[config.mk]
export PLATFORM = sky130hd
export DESIGN_NAME = gradient_colormap_lerp_top
export DESIGN_NICKNAME = d
export VERILOG_FILES = /design/src/design/gcl_pkg.sv /design/src/design/gcl_seg.sv /design/src/design/gcl_mix.sv /design/src/design/gcl_div.sv /design/src/design/gradient_colormap_lerp_top.sv
export SDC_FILE = /design/constraint.sdc
export NUM_CORES = 2
export LEC_CHECK = 0
export BUFFER_PORTS_ARGS = -buffer_cell sky130_fd_sc_hd__buf_4
export CORE_ASPECT_RATIO = 1.5
export CORE_UTILIZATION = 35
export DETAILED_ROUTE_END_ITERATION = 10
export PLACE_DENSITY = 0.45
export SYNTH_ARGS = -nofsm -noshare
export SYNTH_HDL_FRONTEND = slang
export SYNTH_SLANG_ARGS = --single-unit
[constraint.sdc]
create_clock -name clk_i -period 15.4 [get_ports clk_i]
set_input_delay 0 -clock clk_i [delete_from_list [all_inputs] [get_ports clk_i]]
set_output_delay 0 -clock clk_i [all_outputs]
set_load 0.01 [all_outputs]
[src/design/gcl_pkg.sv]
// shared types, palette tables and divider step for the gradient colormap
package gcl_pkg;

  localparam int NumStages = 7;
  localparam int NumPal    = 5;
  localparam int NumPts    = 9;
  localparam int DivStages = 4;

  localparam logic [2:0] PalGray = 3'd0;

  // control point positions in hundredths
  localparam logic [6:0] PointPos [NumPal][NumPts] = '{
    '{7'd0, 7'd100, 7'd0, 7'd0, 7'd0, 7'd0, 7'd0, 7'd0, 7'd0},
    '{7'd0, 7'd13, 7'd25, 7'd38, 7'd50, 7'd63, 7'd75, 7'd88, 7'd100},
    '{7'd0, 7'd13, 7'd25, 7'd38, 7'd50, 7'd63, 7'd75, 7'd88, 7'd100},
    '{7'd0, 7'd13, 7'd25, 7'd38, 7'd50, 7'd63, 7'd75, 7'd88, 7'd100},
    '{7'd0, 7'd10, 7'd25, 7'd40, 7'd55, 7'd68, 7'd80, 7'd90, 7'd100}
  };

  // control point colors packed as red, green, blue from msb down
  localparam logic [23:0] PointRgb [NumPal][NumPts] = '{
    '{{8'd0, 8'd0, 8'd0}, {8'd255, 8'd255, 8'd255}, 24'd0, 24'd0, 24'd0,
      24'd0, 24'd0, 24'd0, 24'd0},
    '{{8'd68, 8'd1, 8'd84}, {8'd72, 8'd40, 8'd120}, {8'd62, 8'd74, 8'd137},
      {8'd49, 8'd104, 8'd142}, {8'd38, 8'd130, 8'd142}, {8'd31, 8'd158, 8'd137},
      {8'd53, 8'd183, 8'd121}, {8'd109, 8'd205, 8'd89}, {8'd253, 8'd231, 8'd37}},
    '{{8'd0, 8'd0, 8'd4}, {8'd31, 8'd12, 8'd72}, {8'd85, 8'd15, 8'd109},
      {8'd136, 8'd34, 8'd106}, {8'd186, 8'd54, 8'd85}, {8'd227, 8'd89, 8'd51},
      {8'd249, 8'd140, 8'd10}, {8'd249, 8'd201, 8'd45}, {8'd252, 8'd255, 8'd164}},
    '{{8'd48, 8'd18, 8'd59}, {8'd70, 8'd107, 8'd227}, {8'd36, 8'd176, 8'd240},
      {8'd30, 8'd218, 8'd198}, {8'd98, 8'd236, 8'd137}, {8'd183, 8'd228, 8'd68},
      {8'd240, 8'd183, 8'd42}, {8'd240, 8'd105, 8'd33}, {8'd122, 8'd4, 8'd3}},
    '{{8'd0, 8'd0, 8'd0}, {8'd25, 8'd10, 8'd60}, {8'd60, 8'd20, 8'd130},
      {8'd20, 8'd70, 8'd200}, {8'd0, 8'd170, 8'd200}, {8'd0, 8'd200, 8'd100},
      {8'd230, 8'd220, 8'd30}, {8'd245, 8'd140, 8'd20}, {8'd230, 8'd30, 8'd20}}
  };

  // element 2 red, 1 green, 0 blue
  typedef logic [2:0][7:0] rgb_t;

  typedef struct packed {
    logic [NumStages-1:0] en;
  } pipe_ctl_t;

  typedef struct packed {
    logic [7:0] level;
    logic [6:0] pa_pos;
    logic [6:0] pb_pos;
    rgb_t       ca;
    rgb_t       cb;
  } seg_t;

  typedef struct packed {
    logic [14:0] num;
    logic [14:0] den;
    rgb_t        ca;
    rgb_t        cb;
  } frac_t;

  typedef struct packed {
    logic [2:0][23:0] rem;
    logic [15:0]      dvs;
    rgb_t             quo;
  } div_t;

  // two restoring division steps, quotient bits hi and hi-1
  function automatic div_t div_pair(input div_t cur, input logic [2:0] hi);
    div_t        nxt;
    logic [23:0] sub;
    logic [2:0]  bpos;
    nxt = cur;
    for (int ch = 0; ch < 3; ch++) begin
      for (int b = 0; b < 2; b++) begin
        bpos = hi - 3'(b);
        sub  = 24'(cur.dvs) << bpos;
        if (nxt.rem[ch] >= sub) begin
          nxt.rem[ch]       = nxt.rem[ch] - sub;
          nxt.quo[ch][bpos] = 1'b1;
        end
      end
    end
    return nxt;
  endfunction

endpackage

[src/design/gcl_seg.sv]
// segment search, palette lookup and fraction terms (stages one and two)
module gcl_seg (
  input  logic              clk_i,
  input  gcl_pkg::pipe_ctl_t ctl_i,
  input  logic [7:0]        level_i,
  input  logic [2:0]        pal_i,
  output gcl_pkg::frac_t    frac_o
);

  gcl_pkg::seg_t  seg_d, seg_q;
  gcl_pkg::frac_t frac_d, frac_q;

  logic [2:0]  pal;
  logic [14:0] lvl100;
  logic [3:0]  cnt;
  logic [3:0]  seg_idx;
  logic [3:0]  pa_idx;

  always_comb begin
    pal    = (pal_i >= 3'(gcl_pkg::NumPal)) ? gcl_pkg::PalGray : pal_i;
    lvl100 = 15'(level_i) * 15'd100;
    cnt    = 4'd0;
    // positions rise along a palette, so the count of passed ends is the segment
    for (int j = 1; j < gcl_pkg::NumPts - 1; j++) begin
      if (lvl100 > 15'(gcl_pkg::PointPos[pal][j]) * 15'd255) begin
        cnt = cnt + 4'd1;
      end
    end
    seg_idx = (pal == gcl_pkg::PalGray) ? 4'd1 : cnt + 4'd1;
    pa_idx  = seg_idx - 4'd1;

    seg_d.level  = level_i;
    seg_d.pa_pos = gcl_pkg::PointPos[pal][pa_idx];
    seg_d.pb_pos = gcl_pkg::PointPos[pal][seg_idx];
    seg_d.ca     = gcl_pkg::PointRgb[pal][pa_idx];
    seg_d.cb     = gcl_pkg::PointRgb[pal][seg_idx];
  end

  always_ff @(posedge clk_i) begin
    if (ctl_i.en[0]) begin
      seg_q <= seg_d;
    end
  end

  always_comb begin
    frac_d.num = 15'(seg_q.level) * 15'd100 - 15'(seg_q.pa_pos) * 15'd255;
    frac_d.den = 15'(seg_q.pb_pos - seg_q.pa_pos) * 15'd255;
    frac_d.ca  = seg_q.ca;
    frac_d.cb  = seg_q.cb;
  end

  always_ff @(posedge clk_i) begin
    if (ctl_i.en[1]) begin
      frac_q <= frac_d;
    end
  end

  assign frac_o = frac_q;

endmodule

[src/design/gcl_mix.sv]
// weighted sum of the end colors and rounding terms (stage three)
module gcl_mix (
  input  logic              clk_i,
  input  gcl_pkg::pipe_ctl_t ctl_i,
  input  gcl_pkg::frac_t    frac_i,
  output gcl_pkg::div_t     div_o
);

  gcl_pkg::div_t div_d, div_q;

  logic [14:0] rest;
  logic [22:0] total [3];

  always_comb begin
    rest = frac_i.den - frac_i.num;
    div_d.dvs = {frac_i.den, 1'b0};
    div_d.quo = '0;
    for (int ch = 0; ch < 3; ch++) begin
      // ca*(den-num) + cb*num, both terms non-negative
      total[ch] = 23'(frac_i.ca[ch]) * 23'(rest) + 23'(frac_i.cb[ch]) * 23'(frac_i.num);
      div_d.rem[ch] = {total[ch], 1'b0} + 24'(frac_i.den);
    end
    // zero-length segment: quotient of start color over one
    if (frac_i.den == 15'd0) begin
      div_d.dvs = 16'd1;
      for (int ch = 0; ch < 3; ch++) begin
        div_d.rem[ch] = 24'(frac_i.ca[ch]);
      end
    end
  end

  always_ff @(posedge clk_i) begin
    if (ctl_i.en[2]) begin
      div_q <= div_d;
    end
  end

  assign div_o = div_q;

endmodule

[src/design/gcl_div.sv]
// pipelined restoring divider, two quotient bits per stage (stages four to seven)
module gcl_div (
  input  logic              clk_i,
  input  gcl_pkg::pipe_ctl_t ctl_i,
  input  gcl_pkg::div_t     div_i,
  output gcl_pkg::rgb_t     quo_o
);

  gcl_pkg::div_t stg_q [gcl_pkg::DivStages];

  for (genvar s = 0; s < gcl_pkg::DivStages; s++) begin : g_stage
    gcl_pkg::div_t stg_in;
    gcl_pkg::div_t stg_d;

    if (s == 0) begin : g_first
      assign stg_in = div_i;
    end else begin : g_next
      assign stg_in = stg_q[s-1];
    end

    assign stg_d = gcl_pkg::div_pair(stg_in, 3'(7 - 2 * s));

    always_ff @(posedge clk_i) begin
      if (ctl_i.en[3+s]) begin
        stg_q[s] <= stg_d;
      end
    end
  end

  // quotient is below 256 by construction, so it needs no saturation
  assign quo_o = stg_q[gcl_pkg::DivStages-1].quo;

endmodule

[src/design/gradient_colormap_lerp_top.sv]
// top level of the piecewise-linear gradient colormap
//
// usage:
//   input channel: in_valid_i / in_stall_o carry one 8-bit intensity level_i
//   per transfer. output channel: out_valid_o / out_stall_i carry one color
//   (red_o, green_o, blue_o) per transfer, in input order.
//   palette_select sits at byte address 0 of the apb-style port: 0 grayscale,
//   1 viridis, 2 inferno, 3 turbo, 4 thermal, codes 5..7 fall back to
//   grayscale. write it only while no item is in flight.
// pipeline and throughput:
//   seven register stages: segment search and table lookup, fraction terms,
//   weighted sum, then four stages of a restoring divider with two quotient
//   bits each. one level per cycle sustained while out_stall_i stays low; the
//   divider pipeline sets most of the depth.
// stalls:
//   each stage has its own valid bit and loads when it is empty or the next
//   stage moves, so bubbles close up under out_stall_i and in_stall_o rises
//   only once every stage holds an item. nothing is dropped or repeated.
// reset:
//   rst_ni clears all valid bits and sets the palette to grayscale.
module gradient_colormap_lerp_top (
  input  logic        clk_i,
  input  logic        rst_ni,
  // level input channel
  input  logic        in_valid_i,
  output logic        in_stall_o,
  input  logic [7:0]  level_i,
  // color output channel
  output logic        out_valid_o,
  input  logic        out_stall_i,
  output logic [7:0]  red_o,
  output logic [7:0]  green_o,
  output logic [7:0]  blue_o,
  // configuration port
  input  logic        psel_i,
  input  logic        penable_i,
  input  logic        pwrite_i,
  input  logic [2:0]  paddr_i,
  input  logic [31:0] pwdata_i,
  output logic [31:0] prdata_o,
  output logic        pready_o
);

  localparam logic RegPalette = 1'b0;

  // configuration register
  logic [2:0] pal_q, pal_d;
  logic       cfg_wr;

  assign pready_o = 1'b1;
  assign cfg_wr   = psel_i && penable_i && pwrite_i;

  always_comb begin
    pal_d = pal_q;
    if (cfg_wr && (paddr_i[2] == RegPalette)) begin
      pal_d = pwdata_i[2:0];
    end
  end

  always_ff @(posedge clk_i or negedge rst_ni) begin
    if (!rst_ni) begin
      pal_q <= gcl_pkg::PalGray;
    end else begin
      pal_q <= pal_d;
    end
  end

  assign prdata_o = (paddr_i[2] == RegPalette) ? {29'd0, pal_q} : 32'd0;

  // pipeline flow control: a stage loads when empty or when its successor moves
  gcl_pkg::pipe_ctl_t             ctl;
  logic [gcl_pkg::NumStages-1:0]  valid_q, valid_d;
  logic [gcl_pkg::NumStages:0]    en;

  always_comb begin
    en[gcl_pkg::NumStages] = !out_stall_i;
    for (int k = gcl_pkg::NumStages - 1; k >= 0; k--) begin
      en[k] = !valid_q[k] || en[k+1];
    end
    ctl.en = en[gcl_pkg::NumStages-1:0];
  end

  assign in_stall_o = !en[0];

  always_comb begin
    valid_d = valid_q;
    if (en[0]) begin
      valid_d[0] = in_valid_i;
    end
    for (int k = 1; k < gcl_pkg::NumStages; k++) begin
      if (en[k]) begin
        valid_d[k] = valid_q[k-1];
      end
    end
  end

  always_ff @(posedge clk_i or negedge rst_ni) begin
    if (!rst_ni) begin
      valid_q <= '0;
    end else begin
      valid_q <= valid_d;
    end
  end

  // datapath
  gcl_pkg::frac_t frac;
  gcl_pkg::div_t  div;
  gcl_pkg::rgb_t  quo;

  gcl_seg u_seg (
    .clk_i   (clk_i),
    .ctl_i   (ctl),
    .level_i (level_i),
    .pal_i   (pal_q),
    .frac_o  (frac)
  );

  gcl_mix u_mix (
    .clk_i  (clk_i),
    .ctl_i  (ctl),
    .frac_i (frac),
    .div_o  (div)
  );

  gcl_div u_div (
    .clk_i (clk_i),
    .ctl_i (ctl),
    .div_i (div),
    .quo_o (quo)
  );

  assign out_valid_o = valid_q[gcl_pkg::NumStages-1];
  assign red_o       = quo[2];
  assign green_o     = quo[1];
  assign blue_o      = quo[0];

`ifndef SYNTHESIS
  // input stalls only when every stage holds an item
  a_stall_full: assert property (@(posedge clk_i) disable iff (!rst_ni)
    in_stall_o |-> (&valid_q))
    else $error("input stalled with an empty stage");

  // an open output never backs up the input
  a_no_stall_open: assert property (@(posedge clk_i) disable iff (!rst_ni)
    !out_stall_i |-> !in_stall_o)
    else $error("input stalled while output is open");

  // an accepted level lands in the first stage
  a_accept_lands: assert property (@(posedge clk_i) disable iff (!rst_ni)
    (in_valid_i && !in_stall_o) |=> valid_q[0])
    else $error("accepted level lost at pipeline entry");
`endif

endmodule
==> flow_metrics.py <==
metrics = {
    "outcome": {
        "outcome": "completed",
    },
    "floorplan": {
        "initial_core_util_pct": 35.2,
        "die-area_sq_mm": 0.215,
        "die_w_microns": 379,
        "ioPinCount": 109,
        "fp.coreArea_sq_mm": 0.212,
        "row_count": 207,
        "die_y_microns": 567,
    },
    "placement": {
        "numPortBuffers": 47,
        "gp_congestion": 0.909,
        "place_ws_ns": 4.14,
        "dp_hpwl_microns": 188000,
    },
    "global_route": {
        "use_met1_pct": 20.9,
        "antenna_found_initial": 5,
        "met2_usage_pct": 42.0,
        "gr-max-usage-layer": "met2",
        "grt_max_degree": 72,
        "grt_use_total_pct": 21.5,
        "grt_pass1_vias": 60523,
        "met3_usage_pct": 1.92,
        "grt_overflow": 0,
        "grt_pass1_wl_microns": 352000,
    },
    "setup_path": {
        "worstSetupPathType": "flip-flop to flip-flop",
        "endpoint_kind": "flip-flop",
        "cp_top_family": "adder cells",
        "cpPeakStageDelay_ns": 0.69,
        "r2r_slack_ns": 4.07,
        "critPathSlowestCell": "xnor2_2",
        "crit_required_ns": 15.88,
        "critPathBufInv": 7,
        "crit_arrival_ns": 11.81,
        "cpMostUsedCell": "ha_1",
        "crit_path_start_kind": "flip-flop",
        "path_max_fanout": 29,
    },
    "yosys": {
        "synth_area_sq_mm": 0.0745,
        "yosysWarnings": 0,
        "ys_types": 94,
        "synth_cells": 8183,
        "ys.flop_type": "edfxtp_1",
        "async_flop_share_pct": 1.75,
        "yosys_register_bits": 570,
        "ys_seq_area_share_pct": 22.9,
        "synth_area_per_cell_sq_um": 9.11,
        "synth-edff-count": 560,
    },
    "cells_and_area": {
        "nFillCells": 21703,
        "layout.nets": 9780,
        "drive_gt1_share_pct": 6.22,
        "area_growth_pct": 8.89,
    },
    "route": {
        "routed_wl_microns": 229000,
        "first_pass_iters": 7,
        "first_iter_violations": 2198,
        "postRouteAntennaNets": 0,
        "vias": 57533,
        "wl_per_cell_microns": 20.7,
        "drc": 0,
        "via_per_inst": 5.20,
    },
    "clock_tree": {
        "cts.repair.resized": 0,
        "cts.path.max_buffers": 3,
        "cts_buffers": 71,
        "cts-htree-levels": 3,
        "numClockSinks": 570,
        "root_buffer": "clkbuf_16",
        "path_clk_slew_ns": 0.06,
        "cts_tree": "done",
        "clock_latency_ns": 0.70,
    },
    "flow_run": {
        "cap_viol_max_count": 0,
    },
    "sta": {
        "setup_ws_ns": 4.07,
        "fin_crit_sh_pct": 73.6,
        "finalSetupViolations": 0,
        "rsz0062_at_grt": "no",
        "finalSetupTns_ns": 0,
        "clock_skew_ns": 0.0473,
        "drv_slew": 0,
        "fmax_mhz": 88.3,
        "worst_slew_pin_slew_ns": 1.15,
        "relSlewSlack_pct": 22.2,
        "fin_crit_ns": 11.33,
        "final_hold_viol_count": 0,
    },
    "hold_path": {
        "worstHoldPathType": "primary input to flip-flop",
    },
}
==> cells by family after synthesis <==
logic type	synth area share, %
flip-flops	22.9
other	0.0101
buffers and inverters	7.06
multiplexers	2.69
AND/OR/NAND/NOR	15.7
AO/OA/AOI/OAI	13.7
adder cells (fa/ha/maj)	32.7
XOR/XNOR	5.31
==> metrics by stage <==
step,hold WS [ns],std cells,cell area (sq um),util (%)
floorplan,-0.296,8223,74700,-
global placement,-0.104,10918,78400,37.0
detailed placement,-0.102,10918,78400,37.0
CTS,0.000539,11068,81200,38.3
global route,0.0377,11069,81200,38.3
finish,0.0680,11072,81200,38.3
==> cells in the mapped netlist (61+ instances only) <==
cell / n / share of area, %
a211oi_1: 66 / 0.66
a21boi_0: 61 / 0.61
a21o_1: 170 / 1.7
a21oi_1: 520 / 3.5
and2_1: 282 / 2.4
clkbuf_1: 242 / 1.2
edfxtp_1: 560 / 23
fa_1: 679 / 18
ha_1: 862 / 14
inv_1: 1049 / 5.3
mux2_2: 140 / 2.1
nand2_1: 866 / 4.4
nand2b_1: 99 / 0.83
nand3_1: 118 / 0.79
nand4_1: 82 / 0.69
nor2_1: 521 / 2.6
nor2b_1: 126 / 1.1
nor3_1: 130 / 0.87
o21ai_0: 403 / 2.7
xnor2_1: 312 / 3.7
xor2_1: 131 / 1.5
==> routing by layer <==
| layer | share of wire, % | wire length (microns) |
|---|---|---|
| met5 | 0 | 0 |
| met4 | 7.7 | 17800 |
| met3 | 2.5 | 5740 |
| met2 | 55 | 126000 |
| met1 | 35 | 80000 |
==> area by class of cell <==
type                    instances  area [sq um]  share of cell area [%]
clock buffers                  78          1800                    2.22
well taps                    2821          3530                    4.35
multi-input cells            6293         52500                    64.7
flip-flops and latches        570         17100                    21.0
repair buffers                198          1550                    1.91
inverters                    1055          3970                    4.88
diodes                          4          10.0                  0.0123
clock inverters                53           734                   0.905
==> registers in the layout, summed over array words and instances, names as in the netlist <==
register / count
pal_q: 3
valid_q: 7
u_seg.seg_q: 22
u_seg.frac_d: 48
u_mix.div_o: 88
u_div.stg_q: 324
u_seg.frac_o: 78
==> cell usage in the layout, fill, tap and decap left out, types with 52 or more instances in the layout <==
| cell type | n |
|---|---|
| nand2_1 | 863 |
| nor2b_1 | 126 |
| a211oi_1 | 66 |
| edfxtp_1 | 560 |
| ha_1 | 861 |
| nand4_1 | 82 |
| buf_4 | 178 |
| and2_1 | 282 |
| inv_1 | 1047 |
| clkbuf_16 | 71 |
| a21oi_1 | 519 |
| fa_1 | 679 |
| a31oi_1 | 52 |
| xnor2_1 | 304 |
| a21boi_0 | 61 |
| mux2_2 | 140 |
| nand3_1 | 117 |
| nand2b_1 | 99 |
| xor2_1 | 128 |
| nor3_1 | 129 |
| a21o_1 | 170 |
| nor2_1 | 518 |
| o21ai_0 | 401 |
==> repair_timing <==
item / in CTS / in global routing
hold endpoints to repair: 32 / 0
hold buffers: 19 / 0
setup buffers: 0 / 0
==> path summary, 6_finish.rpt <==
kind | from | end | cells after the start
max | pal_q[2] | u_seg.frac_d[32] | 45
min | level_i[7] | u_seg.seg_q[69] | 2
max reg2reg | pal_q[2] | u_seg.frac_d[32] | 45
min reg2reg | u_div.stg_q[0][22] | u_div.stg_q[1][22] | 0
max in group asynchronous | rst_ni | pal_q[1] | 3
min in group asynchronous | rst_ni | valid_q[1] | 3
Power is left out: the tool's default activity adds up to more than one toggle a clock period on the data nets, which glitch-free logic cannot reach.
